$ cat src/sv/gmbu_pkg.sv
// gmbu_pkg: shared constants and types of the gaussian mixture background update unit
// no dependencies; used by gmbu_div and the top level

package gmbu_pkg;

    localparam int MIXTURES  = 3;
    localparam int CAP       = (MIXTURES < 3) ? MIXTURES : 3;
    localparam int SLOTS     = 3;
    localparam int DIV_STEPS = 16;
    localparam int DIV_W     = 19;

    typedef enum logic [2:0] {
        CFG_LEARNING_RATE  = 3'd0,
        CFG_BG_WEIGHT_THR  = 3'd1,
        CFG_BG_DIST_THR    = 3'd2,
        CFG_MATCH_DIST_THR = 3'd3,
        CFG_INIT_VAR       = 3'd4,
        CFG_MIN_VAR        = 3'd5,
        CFG_MAX_VAR        = 3'd6,
        CFG_PRUNE          = 3'd7
    } cfg_index_t;

    typedef logic [61:0] mode_word_t;

endpackage

$ cat src/sv/gmbu_div.sv
// gmbu_div: pipelined restoring divider, (x * 2^16) / d with x < d, one quotient bit per stage
// depends on gmbu_pkg

module gmbu_div
    import gmbu_pkg::*;
(
    input  logic                 clk,
    input  logic                 en,
    input  logic [DIV_W-1:0]     x,
    input  logic [DIV_W-1:0]     d,
    output logic [DIV_STEPS-1:0] q
);

    logic [DIV_W-1:0]     r_reg  [DIV_STEPS];
    logic [DIV_W-1:0]     d_reg  [DIV_STEPS];
    logic [DIV_STEPS-1:0] q_reg  [DIV_STEPS];
    logic [DIV_W-1:0]     r_next [DIV_STEPS];
    logic [DIV_STEPS-1:0] q_next [DIV_STEPS];

    for (genvar s = 0; s < DIV_STEPS; s++)
    begin : g_step
        logic [DIV_W-1:0]     r_in;
        logic [DIV_W-1:0]     d_in;
        logic [DIV_STEPS-1:0] q_in;
        logic [DIV_W:0]       r2;

        if (s == 0)
        begin : g_first
            assign r_in = x;
            assign d_in = d;
            assign q_in = '0;
        end
        else
        begin : g_rest
            assign r_in = r_reg[s-1];
            assign d_in = d_reg[s-1];
            assign q_in = q_reg[s-1];
        end

        // dividend low bits are all zero, so each step only doubles the remainder
        assign r2 = {r_in, 1'b0};

        always_comb
        begin
            if (r2 >= {1'b0, d_in})
            begin
                r_next[s] = DIV_W'(r2 - {1'b0, d_in});
                q_next[s] = {q_in[DIV_STEPS-2:0], 1'b1};
            end
            else
            begin
                r_next[s] = r2[DIV_W-1:0];
                q_next[s] = {q_in[DIV_STEPS-2:0], 1'b0};
            end
        end

        always_ff @(posedge clk)
        begin
            if (en)
            begin
                r_reg[s] <= r_next[s];
                d_reg[s] <= d_in;
                q_reg[s] <= q_next[s];
            end
        end
    end

    assign q = q_reg[DIV_STEPS-1];

endmodule
$ cat config.mk
export PLATFORM = sky130hd
export DESIGN_NAME = gmbu_div
export DESIGN_NICKNAME = d
export VERILOG_FILES = /design/src/sv/gmbu_pkg.sv /design/src/sv/gmbu_div.sv
export SDC_FILE = /design/constraint.sdc
export NUM_CORES = 1
export LEC_CHECK = 0
export BUFFER_PORTS_ARGS = -buffer_cell sky130_fd_sc_hd__buf_2
export CAP_MARGIN = 20
export CORE_MARGIN = 2
export CORE_UTILIZATION = 65
export CTS_BUF_LIST = sky130_fd_sc_hd__clkbuf_4 sky130_fd_sc_hd__clkbuf_8
export CTS_CLUSTER_DIAMETER = 200
export CTS_CLUSTER_SIZE = 16
export DETAILED_ROUTE_END_ITERATION = 6
export PLACE_DENSITY = 0.82
export SETUP_SLACK_MARGIN = 0.3
export SYNTH_ARGS = -nofsm -noshare
export SYNTH_HDL_FRONTEND = slang
export SYNTH_SLANG_ARGS = --single-unit
export TNS_END_PERCENT = 1
$ cat constraint.sdc
create_clock -name clk -period 3.2 [get_ports clk]
set_input_delay 0.32 -clock clk [delete_from_list [all_inputs] [get_ports clk]]
set_output_delay 0.32 -clock clk [all_outputs]
set_load 0.03 [all_outputs]
**After elaboration in Yosys (flattened, before gate mapping)**

Memory sizes are Yosys's and may differ from the RTL's.
Index checks and enable logic that the tools add are counted.

- Add/sub/neg operators: 16
- $lt $le $gt $ge: 16
- Mux-type cells: 34

Operators with widths:

| operator | number |
|---|---|
| 20-bit by 19-bit greater-or-equal comparator with 1-bit output | 16 |
| 19-bit 2-to-1 mux | 16 |
| 19-bit subtractor | 16 |
| 1-bit 2-to-1 mux | 18 |

- Register bits: 0
- RAM bits: 864
- Input bits: 40
- Output and inout port bits: 16
- Memories kept: 3

Memories:

| name | depth | width | read ports | clocked after memory_dff | wr ports | line | text |
|---|---|---|---|---|---|---|---|
| d_reg | 16 | 19 | 15 | 0 | 16 | gmbu_div.sv:15 | `logic [DIV_W-1:0] d_reg [DIV_STEPS];` |
| r_reg | 16 | 19 | 15 | 0 | 16 | gmbu_div.sv:14 | `logic [DIV_W-1:0] r_reg [DIV_STEPS];` |
| q_reg | 16 | 16 | 16 | 0 | 16 | gmbu_div.sv:16 | `logic [DIV_STEPS-1:0] q_reg [DIV_STEPS];` |

**Logic depth before layout (Yosys ltp)**

Gate-level depths: netlist of the first run.
An unclocked memory read counts as a cell.

- Depth in word-level cells: 3
- Depth in mapped cells: 13
- Gate-level depth less buffers: 11

**Worst setup path after synthesis of the first run**

No wires, ideal clock.

- Kind: reg2reg
- Start: memory r_reg[7][0], in the netlist r_reg[0][133]
- End: memory r_reg[8][10], in the netlist r_reg[1][10], data pin
- Library setup time: 260 ps
- Data arrival time: 2,654 ps
- Data required time: 2,940 ps
- Slack: 286 ps
- Cell stages (with the launch flop): 11
- Path buffers: 1
- Cell sequence: edfxtp_1 -> fa_1 -> a21o_1 -> a21oi_1 -> o21ai_1 -> a21oi_1 -> o21a_1 -> o21ai_1 -> a41oi_1 -> buf_2 -> mux2_2

RTL lines:

| item | line |
|---|---|
| start: declaration | gmbu_div.sv:14 |

==> impl_metrics.csv, run 1 <==
group,metric,value,unit
outcome,status,"finished, final reports clean",
grt,grt_pass1_vias,26500,
grt,grt_overflow_total,0,
final_layout,regArea,21200,um^2
synthesis,synth.area.mux_share,3.64,%
critical_path,worst-path-max-fanout,5,
synthesis,synth_top_family_by_area,"compound AO/OA/AOI/OAI gates",
grt,grt_usage,28.5,%
placed_design,preCtsSetupSlack,0.0331,ns
sta,slew_violations,0,
critical_path,crit_arrival,3.54,ns
sta,relSlewSlack,51.1,%
critical_path,cpMaxStageDelayCell,"a2111oi_4",
critical_path,cp_slowest_stage_delay,0.51,ns
pwr,leakage,17.7,nW
sta,setup_viol,0,
cts,cts_tree,"built",
sta,rsz0062_at_grt,"yes",
critical_path,r2r-start,"d_reg[0][11]",
synthesis,synth_fp_nets,3719,
critical_path,endpoint_kind,"flip-flop",
critical_path,ff2ff_path_depth,11,
die,ios,56,
grt,grt_pass1_wl,141,mm
critical_path,cpLargestDelayFamily,"compound AO/OA/AOI/OAI gates",
cts,clock-sinks,706,
cts,htree_levels,2,
synthesis,syn_area_per_cell,11.7,um^2
drt,wl_per_cell,20.8,um
die,die_y,250,um
synthesis,synth-edff-count,706,
die,floorplan.initialDensity,65.3,%
final_layout,utilization,72.7,%
cts,cts_root_buffer,"clkbuf_8",
die,die-area,62300,um^2
min_path,min_to,"r_reg[0][114]",
critical_path,crit_required,3.67,ns
drt,vias,27000,
grt,grt_start_max_net_pins,84,
final_layout,nets,3976,
placed_design,place_area,41000,um^2
synthesis,yosys_register_bits,706,
drt,first_iter_violations,2304,
final_layout,antenna_cells,0,
sta,clock.fmax,0.326,GHz
synthesis,async_flop_share,0,%
final_layout,final_common_cell,"edfxtp_1",
pwr,p_total,0.0409,W
synthesis,synth_fa_ha_area_share,10.4,%
final_layout,fillers,4052,
final_layout,area_growth,11.3,%
synthesis,netlist_instances,3361,
final_layout,final_area,43600,um^2
synthesis,synth.cell_area,39200,um^2
cts,clkLatencyLatePin,0.71,ns
run,cap_violations,0,
min_path,hold_start,"en",
sta,setup_slack,0.128,ns
die,core,60000,um^2
synthesis,synth_xor_area_share,5.07,%
cts,clkTransAtPathRegs,0.11,ns
placed_design,numPortBuffers,55,
pwr,powerDensity,938,nW/um^2
sta,finalSetupTns,0,ns
drt,drt_drc_violations_left,0,
critical_path,crit_type,"reg -> reg",
sta,hold_violations,0,
synthesis,synth_flop_cell,"edfxtp_1",
min_path,hold_path.class,"in -> reg",
final_layout,drive_gt1_share,14.7,%
die,fp.dieW,250,um
synthesis,yosysWarningCount,0,
drt,first_pass_iters,5,
sta,fin_skew,0.0404,ns
cts,cts.path.max_buffers,3,
critical_path,rr_endpoint,"r_reg[0][36]",
critical_path,reg2reg_slack,0.13,ns
critical_path,path_cells,"inv_1, ha_2, a21oi_1, o21ai_2, a221oi_4, o31ai_4, a2111oi_4, buf_4, buf_6, inv_2, mux2_2",
synthesis,synth_compound_area_share,14.2,%
min_path,min_path_cells,1,
grt,antenna_found_initial,0,
sta,tightest_slew,0.733,ns
sta,period_minus_slack,3.07,ns
final_layout,final_cell_mix,"edfxtp_1 (706), inv_1 (357), ha_1 (283)",
sta,finalCritPeriodShare,96.0,%
pwr,ir_drop,0.578,mV
drt,routed_via_density,6.14,
synthesis,synth_cell_type_count,82,
placed_design,hpwlAfterDp,65.8,mm
placed_design,gp_congestion,0.966,
critical_path,cp-start-kind,"flip-flop",
final_layout,multiInputGateArea,16900,um^2
critical_path,worst-path-buf-inv,4,
drt,ant_nets,0,
synthesis,synthSimpleGateAreaFrac,8.30,%
cts,cts_buffers,50,
die,num_rows,90,
synthesis,synth-seq-area-share,54.1,%
drt,wl,91.4,mm
==> Yosys cell counts, drive strengths merged (5+ instances only) <==
cell type | instances | area, um^2
xnor2 | 120 | 1050
o21ai | 245 | 1230
clkbuf | 28 | 105
edfxtp | 706 | 21200
or2 | 8 | 50.1
a221oi | 5 | 56.3
ha | 303 | 3790
and3 | 31 | 194
o31ai | 33 | 258
a21boi | 9 | 67.6
a311oi | 7 | 61.3
xor2 | 107 | 937
nor4 | 13 | 93.8
nor2 | 161 | 604
a2111oi | 7 | 105
or3 | 14 | 92.6
o21bai | 28 | 210
a221o | 8 | 80.1
o21a | 33 | 248
nor2b | 47 | 294
nand2 | 231 | 867
inv | 365 | 1370
a31o | 10 | 87.6
nand4 | 29 | 181
a211o | 5 | 43.8
a21oi | 251 | 1270
and2 | 20 | 125
mux2 | 118 | 1400
buf | 35 | 209
nand2b | 32 | 200
nand3 | 49 | 245
a21o | 97 | 728
a41oi | 5 | 43.8
nand3b | 5 | 37.5
a211oi | 32 | 250
o311ai | 5 | 43.8
fa | 15 | 300
nor3 | 37 | 190
o31a | 5 | 43.8
o211ai | 19 | 143
a31oi | 32 | 221
==> metrics by stage <==
step	std cells	hold slack, ns
3_5_place_dp	4212	0.405
2_1_floorplan	3361	0.400
5_1_grt	4402	0.102
3_3_place_gp	4212	0.400
6_report	4402	0.0754
4_1_cts	4340	0.0948
==> layer usage <==
metal | global-route usage [%] | wire length (um)
met1 | 38.1 | 38500
met2 | 49.7 | 45700
met3 | 2.90 | 4550
met4 | 8.52 | 2630
met5 | 0 | 0
==> logic make-up after synthesis <==
| kind of cell | after synthesis |
|---|---|
| buf+inv | 428 |
| fa+ha+maj | 318 |
| compound gates | 875 |
| simple gates | 686 |
| flops | 706 |
| mux | 121 |
| xor+xnor | 227 |
==> worst max path at each step <==
stage | endpoint | from | cells after the start | slack (ns)
final | r_reg[0][36] | d_reg[0][11] | 11 | 0.13
after global routing | r_reg[0][36] | r_reg[0][4] | 11 | 0.04
after CTS | r_reg[0][41] | d_reg[0][19] | 10 | 0.20
after detailed placement | r_reg[0][84] | d_reg[0][57] | 9 | 0.03
after global placement | r_reg[1][1] | d_reg[0][133] | 11 | 0.12
after floorplan | r_reg[0][115] | r_reg[0][95] | 9 | 0.29
==> layout make-up <==
type,instances,area share [%]
repair buffers,265,5.48
clock buffers,51,1.61
well taps,782,2.24
multi-input cells,2230,38.8
flip-flops and latches,706,48.6
inverters,365,3.14
clock inverters,3,0.0775
==> power by group <==
group / total [W] / internal [W] / switching [W]
Sequential: 0.0152 / 0.0136 / 0.00158
Combinational: 0.0215 / 0.0101 / 0.0113
Clock: 0.00425 / 0.00145 / 0.00279
Total: 0.0409 / 0.0252 / 0.0157
==> worst reg2reg max path: cells and delay by family, from the launching register on <==
family | cells | cell delay, ns
AO/OA/AOI/OAI | 5 | 1.43
buffers and inverters | 4 | 0.40
multiplexers | 1 | 0.26
adder cells (fa/ha/maj) | 1 | 0.31
flip-flops | 1 | 0.43
==> repair_timing <==
| item | 4_1_cts | 5_1_grt |
|---|---|---|
| resized for setup | 37 | 95 |
| setup endpoints to repair | 195 | 279 |
| setup buffers | 29 | 56 |
| pin swaps | 20 | 54 |
| hold buffers | 37 | 0 |
| endpoints found under the hold margin | 37 | 0 |
| gates cloned | 8 | 6 |
Note: power is estimated with default switching activity, not from simulation.
==> run 2: changes to the inputs <==
--- a/config.mk
+++ b/config.mk
@@ -7,7 +7,7 @@
 export LEC_CHECK = 0
 export BUFFER_PORTS_ARGS = -buffer_cell sky130_fd_sc_hd__buf_2
 export CAP_MARGIN = 20
-export CORE_MARGIN = 2
+export CORE_ASPECT_RATIO = 1.4
 export CORE_UTILIZATION = 65
 export CTS_BUF_LIST = sky130_fd_sc_hd__clkbuf_4 sky130_fd_sc_hd__clkbuf_8
 export CTS_CLUSTER_DIAMETER = 200
==> run 2 against run 1 <==
Net effect: die area shrank 1.6%; global-route usage grew 1.3 points; flip-flop and latch count is the same; worst hold slack gained 0.12 ns; clock skew shrank 0.0095 ns; first-iteration DRC count shrank 8.0%; fmax shrank 0.23%; sequential power is essentially flat; setup slack lost 0.0071 ns; via count shrank 1.6%; critical path type unchanged; largest power group unchanged; highest routed layer unchanged.
==> impl_metrics.csv, run 2 (same netlist as run 1, synthesis figures left out) <==
group,metric,value,unit
outcome,status,"finished, final reports clean",
grt,antenna_found_initial,1,
sta,setup_viol,0,
critical_path,cpMaxStageDelayCell,"or3_4",
die,die_y,293,um
critical_path,endpoint_kind,"flip-flop",
sta,slew_violations,0,
die,ios,56,
final_layout,final_cell_mix,"edfxtp_1 (706), inv_1 (357), ha_1 (302)",
grt,grt_pass1_vias,26800,
sta,period_minus_slack,3.08,ns
pwr,internal-power,0.0246,W
cts,cts_buffers,50,
critical_path,cp_slowest_stage_delay,0.44,ns
critical_path,worst-path-max-fanout,5,
grt,grt_usage,29.9,%
cts,clkLatencyLatePin,0.70,ns
critical_path,reg2reg_slack,0.12,ns
grt,grt_start_max_net_pins,80,
drt,wl,91.9,mm
cts,htree_levels,2,
cts,cts_root_buffer,"clkbuf_8",
critical_path,crit_arrival,3.51,ns
sta,clock.fmax,0.325,GHz
placed_design,preCtsSetupSlack,-0.0170,ns
pwr,ir_drop,0.554,mV
drt,ant_nets,0,
sta,relSlewSlack,41.8,%
pwr,powerDensity,934,nW/um^2
sta,fin_skew,0.0309,ns
final_layout,area_growth,9.38,%
final_layout,utilization,71.8,%
sta,whs,0.195,ns
drt,first_iter_violations,2120,
critical_path,crit_type,"reg -> reg",
run,cap_violations,0,
critical_path,worst-path-buf-inv,1,
cts,cts_tree,"built",
pwr,pwr-share-seq,38.2,%
sta,tightest_slew,0.873,ns
cts,clock-sinks,706,
pwr,clockPowerShare,10.5,%
critical_path,cpLargestDelayFamily,"compound AO/OA/AOI/OAI gates",
pwr,swShare,38.6,%
sta,finalSetupTns,0,ns
sta,finalCritPeriodShare,96.2,%
cts,cts.path.max_buffers,3,
sta,rsz0062_at_grt,"yes",
drt,first_pass_iters,6,
critical_path,cp-start-kind,"flip-flop",
drt,vias,26600,
placed_design,numPortBuffers,55,
drt,drt_drc_violations_left,0,
pwr,leakage,17.5,nW
placed_design,hpwlAfterDp,69.7,mm
die,die-area,61300,um^2
critical_path,crit_required,3.63,ns
cts,clkTransAtPathRegs,0.09,ns
critical_path,path_common_cell,"a21oi_2",
pwr,p_comb_share,51.3,%
die,num_rows,106,
final_layout,nets,3939,
die,floorplan.initialDensity,65.7,%
drt,wl_per_cell,21.2,um
sta,setup_slack,0.121,ns
sta,hold_violations,0,
die,fp.dieW,210,um
grt,grt_pass1_wl,142,mm
pwr,switching_power,0.0154,W
final_layout,final_common_cell,"edfxtp_1",
min_path,hold_path.class,"in -> reg",
grt,grt_overflow_total,0,
critical_path,path_cells,"inv_2, fa_2, a211oi_2, o21ai_2, a21oi_2, a21oi_2, a311oi_2, a21oi_2, or3_4, mux2_4",
final_layout,fillers,4152,
placed_design,gp_congestion,0.947,
die,core,59700,um^2
final_layout,drive_gt1_share,12.7,%
drt,routed_via_density,6.13,
run 2: per-layer routing:
layer	up-vias	share of wire [%]	global-route usage, %
met5	-	0	0
met4	0	5.1	14.3
met3	235	4.1	3.02
met2	847	53	56.3
met1	12800	38	33.5
li1	12700	-	-
run 2: path summary, 6_finish.rpt:
kind / depth (start not counted) / start / to
max: 10 / d_reg[1][1] / r_reg[1][22]
min: 1 / en / d_reg[1][6]
max reg2reg: 10 / d_reg[1][1] / r_reg[1][22]
min reg2reg: 0 / q_reg[0][82] / q_reg[0][99]
run 2: area by class of cell:
| class | instances | area, um^2 | area share (%) |
|---|---|---|---|
| clock buffers | 51 | 702 | 1.64 |
| flip-flops and latches | 706 | 21200 | 49.5 |
| multi-input cells | 2230 | 16600 | 38.7 |
| repair buffers | 228 | 2030 | 4.73 |
| well taps | 756 | 946 | 2.21 |
| inverters | 365 | 1370 | 3.20 |
| clock inverters | 3 | 33.8 | 0.0788 |
| diodes | 1 | 2.50 | 0.00584 |
run 2: power groups by stage:
stage	Combinational (W)	Clock, W	Sequential [W]
global placement	0.0186	0	0.0154
detailed placement	0.0192	0	0.0155
finish	0.0205	0.00420	0.0153
floorplan	0.0144	0	0.0145
global route	0.0223	0.00461	0.0155
CTS	0.0201	0.00431	0.0153
run 2: per-stage QoR:
stage	cell area [um^2]	power, W	instances
2_1_floorplan	39200	0.0289	3361
3_3_place_gp	41100	0.0340	4204
3_5_place_dp	41100	0.0347	4204
4_1_cts	42700	0.0397	4330
5_1_grt	42900	0.0424	4340
6_report	42900	0.0400	4340
run 2: repair_timing:
action                                  in CTS  in global routing
gates cloned                                 8                  1
hold buffers                                37                  0
gates resized for setup                     39                 21
endpoints found under the setup margin     203                279
endpoints found under the hold margin       38                  0
pin swaps                                   22                 24
buffers inserted                            27                  8
